File: src/hw/rtl/byte_run_length_encoder_assert.svh
// Assertion helpers for the run-length encoder.
`ifndef BYTE_RUN_LENGTH_ENCODER_ASSERT_SVH
`define BYTE_RUN_LENGTH_ENCODER_ASSERT_SVH

// Same-cycle implication, off during reset.
`define BRLE_ASSERT_IMPL(lbl, ante, cons) \
  lbl: assert property (@(posedge clk) disable iff (rst) (ante) |-> (cons)) \
    else $error("brle assertion failed");

// Next-cycle implication, off during reset.
`define BRLE_ASSERT_NEXT(lbl, ante, cons) \
  lbl: assert property (@(posedge clk) disable iff (rst) (ante) |=> (cons)) \
    else $error("brle assertion failed");

`endif

File: src/hw/rtl/brle_pkg.sv
package brle_pkg;

  localparam int unsigned SIZE_WIDTH_DEFAULT = 32;
  localparam logic [7:0]  MAX_RUN            = 8'd255;
  localparam logic [31:0] LIMIT_RESET        = 32'd16777216;

  // APB register map (byte addresses)
  localparam int unsigned ADDR_WIDTH         = 3;
  localparam logic [ADDR_WIDTH-1:0] REG_OUTPUT_LIMIT = 3'd0;

  typedef struct packed {
    logic        packet_valid;
    logic [7:0]  run_length;
    logic [7:0]  symbol;
    logic        is_final;
    logic        overflow;
    logic [31:0] size_bytes;
  } result_t;

endpackage

File: src/hw/rtl/byte_run_length_encoder.sv
// Bytes wait in the input register; their results pass through the result queue to m_*.
// Throughput: one byte per cycle; a byte may give up to two results, which drain
// one per cycle through a four-entry result queue, so a pair-heavy burst can stall input.
// Reset (rst, synchronous, active high): run state, counters and queue cleared,
// output_limit returns to 16777216.
module byte_run_length_encoder #(
  parameter int unsigned SIZE_WIDTH = brle_pkg::SIZE_WIDTH_DEFAULT
) (
  input  logic        clk,
  input  logic        rst,
  // input stream
  input  logic        s_tvalid,
  output logic        s_tready,
  input  logic [7:0]  s_tdata,   // [7:0] data_byte
  input  logic        s_tlast,   // last_byte
  // result stream
  output logic        m_tvalid,
  input  logic        m_tready,
  output logic [47:0] m_tdata,   // [7:0] run_length, [15:8] symbol, [47:16] size_bytes
  output logic        m_tlast,   // is_final
  output logic [1:0]  m_tuser,   // [0] packet_valid, [1] overflow
  // configuration
  input  logic        psel,
  input  logic        penable,
  input  logic        pwrite,
  input  logic [brle_pkg::ADDR_WIDTH-1:0] paddr,
  input  logic [31:0] pwdata,
  output logic [31:0] prdata,
  output logic        pready
);

  // compare width: wide enough for either counter or the 32-bit limit, plus carry
  localparam int unsigned CW = ((SIZE_WIDTH > 32) ? SIZE_WIDTH : 32) + 1;
  localparam int unsigned QD = 4;
  localparam int unsigned QPW = $clog2(QD);
  localparam int unsigned QCW = $clog2(QD + 1);

  // ---------------------------------------------------------------------------
  // Configuration register
  // ---------------------------------------------------------------------------
  logic [31:0] output_limit;
  logic        cfg_wr;

  assign pready = 1'b1;
  assign cfg_wr = psel && penable && pwrite && pready
                  && (paddr == brle_pkg::REG_OUTPUT_LIMIT);
  assign prdata = (paddr == brle_pkg::REG_OUTPUT_LIMIT) ? output_limit : 32'd0;

  always_ff @(posedge clk) begin
    if (rst) begin
      output_limit <= brle_pkg::LIMIT_RESET;
    end else if (cfg_wr) begin
      output_limit <= pwdata;
    end
  end

  // ---------------------------------------------------------------------------
  // Input register
  // ---------------------------------------------------------------------------
  logic       stg_valid;
  logic [7:0] stg_byte;
  logic       stg_last;
  logic       fire;       // stage item is processed this cycle

  logic [QCW-1:0] q_count;

  // stage only proceeds with room for two results in the queue
  assign fire     = stg_valid && (q_count <= QCW'(QD - 2));
  assign s_tready = !stg_valid || fire;

  always_ff @(posedge clk) begin
    if (rst) begin
      stg_valid <= 1'b0;
    end else if (s_tready) begin
      stg_valid <= s_tvalid;
    end
  end

  always_ff @(posedge clk) begin
    if (s_tvalid && s_tready) begin
      stg_byte <= s_tdata;
      stg_last <= s_tlast;
    end
  end

  // ---------------------------------------------------------------------------
  // Run state
  // ---------------------------------------------------------------------------
  logic [7:0]            run_symbol;
  logic [7:0]            run_len;      // 0 means no open run
  logic [SIZE_WIDTH-1:0] bytes_written;
  logic [SIZE_WIDTH-1:0] bytes_read;
  logic                  aborted;

  // ---------------------------------------------------------------------------
  // Encode logic
  // First close: the open run ends because the byte differs or the run is full.
  // Second close: end of stream. Each close first checks the output limit.
  // ---------------------------------------------------------------------------
  logic [CW-1:0]         limit_ext;
  logic [CW-1:0]         wr_plus2;
  logic                  close_a, ovf_a, emit_a, open_a;
  logic [SIZE_WIDTH-1:0] bw_a;
  logic [7:0]            cnt_base, cnt_b, sym_b;
  logic [CW-1:0]         wr_b_plus2;
  logic                  ovf_b, emit_b, ab_all, report;
  logic [SIZE_WIDTH-1:0] br_inc;
  logic [31:0]           size_b, size_r;
  brle_pkg::result_t     res_a, res_b;

  always_comb begin
    limit_ext  = CW'(output_limit);
    wr_plus2   = CW'(bytes_written) + CW'(2);
    close_a    = (run_len != 8'd0)
                 && ((stg_byte != run_symbol) || (run_len == brle_pkg::MAX_RUN));
    ovf_a      = !aborted && close_a && (wr_plus2 >= limit_ext);
    emit_a     = !aborted && close_a && !ovf_a;
    bw_a       = emit_a ? SIZE_WIDTH'(wr_plus2) : bytes_written;
    open_a     = !aborted && !ovf_a;

    cnt_base   = close_a ? 8'd0 : run_len;
    sym_b      = (cnt_base == 8'd0) ? stg_byte : run_symbol;
    cnt_b      = (cnt_base == 8'd0) ? 8'd1 : cnt_base + 8'd1;

    wr_b_plus2 = CW'(bw_a) + CW'(2);
    ovf_b      = open_a && stg_last && (wr_b_plus2 >= limit_ext);
    emit_b     = open_a && stg_last && !ovf_b;
    ab_all     = aborted || ovf_a || ovf_b;
    report     = stg_last && ab_all;

    br_inc     = bytes_read + SIZE_WIDTH'(1);
    // sizes wrap at SIZE_WIDTH, then show as 32 bits
    size_b     = 32'(CW'(SIZE_WIDTH'(wr_b_plus2)));
    size_r     = 32'(CW'(br_inc));

    res_a.packet_valid = 1'b1;
    res_a.run_length   = run_len;
    res_a.symbol       = run_symbol;
    res_a.is_final     = 1'b0;
    res_a.overflow     = 1'b0;
    res_a.size_bytes   = 32'd0;

    if (emit_b) begin
      res_b.packet_valid = 1'b1;
      res_b.run_length   = cnt_b;
      res_b.symbol       = sym_b;
      res_b.is_final     = 1'b1;
      res_b.overflow     = 1'b0;
      res_b.size_bytes   = size_b;
    end else begin
      // overflow report
      res_b.packet_valid = 1'b0;
      res_b.run_length   = 8'd0;
      res_b.symbol       = 8'd0;
      res_b.is_final     = 1'b1;
      res_b.overflow     = 1'b1;
      res_b.size_bytes   = size_r;
    end
  end

  always_ff @(posedge clk) begin
    if (rst) begin
      run_symbol    <= 8'd0;
      run_len       <= 8'd0;
      bytes_written <= '0;
      bytes_read    <= '0;
      aborted       <= 1'b0;
    end else if (fire) begin
      if (stg_last) begin
        // stream done: back to the reset state
        run_symbol    <= 8'd0;
        run_len       <= 8'd0;
        bytes_written <= '0;
        bytes_read    <= '0;
        aborted       <= 1'b0;
      end else begin
        run_symbol    <= open_a ? sym_b : run_symbol;
        run_len       <= open_a ? cnt_b : 8'd0;
        bytes_written <= bw_a;
        bytes_read    <= br_inc;
        aborted       <= ab_all;
      end
    end
  end

  // ---------------------------------------------------------------------------
  // Result queue: up to two writes, one read per cycle
  // ---------------------------------------------------------------------------
  brle_pkg::result_t q_mem [QD];
  logic [QPW-1:0]    wr_ptr, rd_ptr;
  logic              push_a, push_b, pop;
  logic [1:0]        push_cnt;
  brle_pkg::result_t head;

  assign push_a   = fire && emit_a;
  assign push_b   = fire && (emit_b || report);
  assign push_cnt = {1'b0, push_a} + {1'b0, push_b};
  assign pop      = m_tvalid && m_tready;

  always_ff @(posedge clk) begin
    if (push_a) begin
      q_mem[wr_ptr] <= res_a;
    end
    if (push_b) begin
      q_mem[push_a ? wr_ptr + QPW'(1) : wr_ptr] <= res_b;
    end
  end

  always_ff @(posedge clk) begin
    if (rst) begin
      wr_ptr  <= '0;
      rd_ptr  <= '0;
      q_count <= '0;
    end else begin
      wr_ptr  <= wr_ptr + QPW'(push_cnt);
      rd_ptr  <= rd_ptr + QPW'(pop);
      q_count <= q_count + QCW'(push_cnt) - QCW'(pop);
    end
  end

  assign head     = q_mem[rd_ptr];
  assign m_tvalid = (q_count != '0);
  assign m_tdata  = {head.size_bytes, head.symbol, head.run_length};
  assign m_tlast  = head.is_final;
  assign m_tuser  = {head.overflow, head.packet_valid};

  // ---------------------------------------------------------------------------
  // Assertions
  // ---------------------------------------------------------------------------
`include "byte_run_length_encoder_assert.svh"

  `BRLE_ASSERT_IMPL(a_queue_bound, 1'b1, q_count <= QCW'(QD))
  `BRLE_ASSERT_NEXT(a_stream_clear, fire && stg_last, run_len == 8'd0 && bytes_written == '0 && bytes_read == '0 && !aborted)
  `BRLE_ASSERT_IMPL(a_overflow_final, m_tvalid && m_tuser[1], m_tlast && !m_tuser[0])

endmodule

File: config.mk
export PLATFORM = sky130hd
export DESIGN_NAME = byte_run_length_encoder
export DESIGN_NICKNAME = d
export VERILOG_FILES = /design/src/hw/rtl/brle_pkg.sv /design/src/hw/rtl/byte_run_length_encoder.sv
export VERILOG_INCLUDE_DIRS = /design/src /design/src/hw/rtl
export SDC_FILE = /design/constraint.sdc
export NUM_CORES = 1
export LEC_CHECK = 0
export BUFFER_PORTS_ARGS = -buffer_cell sky130_fd_sc_hd__buf_2
export CORE_MARGIN = 10
export CORE_UTILIZATION = 60
export DETAILED_ROUTE_END_ITERATION = 6
export GPL_ROUTABILITY_DRIVEN = 0
export PLACE_DENSITY = 0.75
export SLEW_MARGIN = 20
export SYNTH_ARGS = -nofsm -noshare
export SYNTH_HDL_FRONTEND = slang
export SYNTH_SLANG_ARGS = --single-unit
File: constraint.sdc
create_clock -name clk -period 19.1 [get_ports clk]
set_input_delay 2.865 -clock clk [delete_from_list [all_inputs] [get_ports clk]]
set_output_delay 2.865 -clock clk [all_outputs]
set_load 0.01 [all_outputs]
==> results_dict.tcl <==
set metrics [dict create \
    outcome "complete, no violations" \
    seqPwrFrac 0.427 \
    cp_slowest_cell "or4_1" \
    internal_power_mw 1.39 \
    die_area_um2 40200 \
    wire_per_inst_um 22.1 \
    drive_above_1_share 0.152 \
    setup_viol 0 \
    grt_max_degree 71 \
    r2r-end "q_mem[2][7]" \
    grt_pass1_vias 15562 \
    synth_seq_area_share 0.449 \
    hold_buffers 0 \
    ys_warn_count 0 \
    hold_end "q_mem[1][33]" \
    setup_tns_ns 0 \
    synthTopCellsByCount "227 x nor2_1, 209 x edfxtp_1, 184 x nand2_1, 127 x a21oi_1, 124 x dfxtp_1" \
    wirelength_um 55800 \
    io_pins 137 \
    via_count 16165 \
    gr-total-overflow 0 \
    die_h_um 200 \
    p_clk_frac 0.405 \
    core.rowCount 66 \
    slew_headroom 0.221 \
    synth_most_common_cell "nor2_1" \
    drt_iter0_drc 2223 \
    cp_common_cell "ha_1" \
    worst_pin_slew_ns 1.17 \
    first_pass_iters 6 \
    reg2reg_depth 34 \
    cts_root_buf "clkbuf_16" \
    ys_seq_elements 333 \
    grt_first_pass_wirelength_um 88200 \
    io_buffers 135 \
    period_share 0.564 \
    final_cells 2524 \
    cts_made_buffers 38 \
    post-cts-setup-buffers 0 \
    swShare 0.273 \
    viasPerCell 6.40 \
    vdd_ir_drop_max_uv 70.8 \
    rsz0062_at_grt "false" \
    synth.distinct_cells 78 \
    synth_area_leader_cell "edfxtp_1" \
    clock_path_buffers 3 \
    ant_nets 0 \
    pre_cts_ws_ns 8.45 \
    area_growth_pct 11.0 \
    maxCapViolCount 0 \
    synth_edf_count 209 \
    placed_cells 2454 \
    p_total_mw 1.91 \
    fin_nets 2181 \
    start_util 0.605 \
    core_area_um2 32300 \
    synthFlopType "edfxtp_1" \
    diodes 0 \
    synthArstFlopShare 0 \
    power_switching_mw 0.521 \
    fin_skew_ns 0.0273 \
    crit_type "reg -> reg" \
    reg2reg_from "bytes_written[1]" \
    drc 0 \
    layout_min_cycle_time_ns 10.77 \
    antenna_found_initial 0 \
    critPathMaxFanout 29 \
    fmax_mhz 92.9 \
    synth_cells 2010 \
    synth_area_um2 19500 \
    setup.worst_path.start_class "flip-flop" \
    cts_tree "built" \
    pwr-share-comb 0.168 \
    maxSlewViolCount 0 \
    whs_ns 0.451 \
    hold_start "q_mem[1][33]" \
    syn-num-nets 2139 \
    worstPathArrival_ns 11.03 \
    dpl.hpwl_um 37800 \
    endpoint_kind "flip-flop" \
    track_usage 0.269 \
    min_delay_path_depth 2 \
    crit_path_max_incr_delay_ns 0.74 \
    synthTopCellsByArea "edfxtp_1 32%, dfxtp_1 13%, mux4_2 5.9%, ha_1 4.9%, nor2_1 4.4%" \
    die_w_um 200 \
    powerDensity_nw_per_um2 88.1 \
    hold_violations 0 \
    setup_slack_ns 8.33 \
    cts.repair.resized 0 \
    power.leakage_nw 7.73 \
    syn_avg_cell_area_um2 9.71 \
    synth_top_area_share 0.321 \
    required_ns 19.37 \
    clkSlewWorstSetupHoldPaths_ns 0.06 \
    fillerInstances 2540 \
    hp-class "reg -> reg" \
    regToRegSetupSlack_ns 8.33 \
    htreeDepth 2 \
    clock_latency_ns 0.55 \
    cts.sinks 333 \
]
## cell type report
type | instances | area, µm² | area share
Multi-Input combinational cell | 1465 | 9980 | 0.460
Sequential cell | 333 | 8770 | 0.404
Clock buffer | 48 | 1030 | 0.0475
Timing Repair Buffer | 159 | 858 | 0.0396
Tap cell | 442 | 553 | 0.0255
Clock inverter | 22 | 292 | 0.0134
Inverter | 55 | 206 | 0.00952
## cell usage in the layout (no fill, tap or decap), drive strengths merged, types with 8 or more instances in the layout
cell type,Yosys,routed
nor2,227,227
edfxtp,209,209
nand2,184,184
buf,46,159
a21oi,135,135
dfxtp,124,124
o21ai,94,94
ha,77,77
nor3,74,74
xnor2,63,63
nand3,57,57
xor2,56,56
inv,53,54
and2,52,52
mux4,51,51
clkbuf,111,48
and3,39,39
o2bb2ai,33,33
nand4,31,31
a22oi,30,30
or3,26,26
nor4,22,22
a21o,20,20
a31oi,18,18
mux2i,17,17
a22o,16,16
clkinv,2,15
and4,13,13
or4,9,9
nor2b,9,9
or2,9,9
nor3b,8,8
## power by group through the flow
stage,registers [mW],logic [mW],clock network [mW]
2_1_floorplan,0.809,0.224,0
3_3_place_gp,0.829,0.319,0
3_5_place_dp,0.831,0.323,0
6_report,0.816,0.321,0.773
4_1_cts,0.816,0.325,0.776
5_1_grt,0.819,0.348,0.804
## metrics by stage
step,util,cell area [µm²]
global route,0.672,21700
finish,0.672,21700
detailed placement,0.630,20400
floorplan,-,19500
global placement,0.630,20400
CTS,0.671,21700
## flip-flops by register name, indices dropped and copies added (netlist names)
signal and cells:
q_mem 204, wr_ptr 2, stg_last 1, run_symbol 8, rd_ptr 2, bytes_written 31, run_len 8, q_count 3
bytes_read 32, stg_valid 1, output_limit 32, aborted 1, stg_byte 8
## metal layers
| metal | vias up | wire length [µm] | GRT usage |
|---|---|---|---|
| met1 | 7651 | 23700 | 0.387 |
| met4 | 0 | 1410 | 0.0779 |
| met2 | 942 | 24200 | 0.399 |
| li1 | 7455 | - | - |
| met3 | 117 | 6430 | 0.0604 |
| met5 | - | 0 | 0 |
## worst max path at each step
stage               cells past startpoint              from  slack (ns)     endpoint
detailed placement                     34  bytes_written[1]        8.45  q_mem[2][7]
floorplan                              37  bytes_written[2]       10.57  q_mem[1][1]
finish                                 34  bytes_written[1]        8.33  q_mem[2][7]
global route                           34  bytes_written[1]        7.67  q_mem[2][7]
global placement                       34  bytes_written[1]        8.83  q_mem[2][7]
CTS                                    34  bytes_written[1]        8.41  q_mem[2][7]
## logic make-up (layout without fill, tap and decap cells)
group,Yosys count,count (layout),share of synthesized area
compound gates,414,414,0.138
xor+xnor,119,119,0.0534
fa+ha+maj,78,78,0.0504
buf+inv,212,284,0.0444
flops,333,333,0.449
mux,71,71,0.0693
other cells,1,1,0.000192
simple gates,782,782,0.196
## worst max-delay path, delay by kind of cell (launching register included)
kind | cells | cell delay, ns
mux | 1 | 0.48
fa+ha+maj | 4 | 1.21
simple gates | 15 | 4.62
compound gates | 8 | 2.48
xor+xnor | 2 | 0.42
flops | 1 | 0.48
buf+inv | 4 | 0.79
Note: power is estimated with default switching activity, not from simulation.
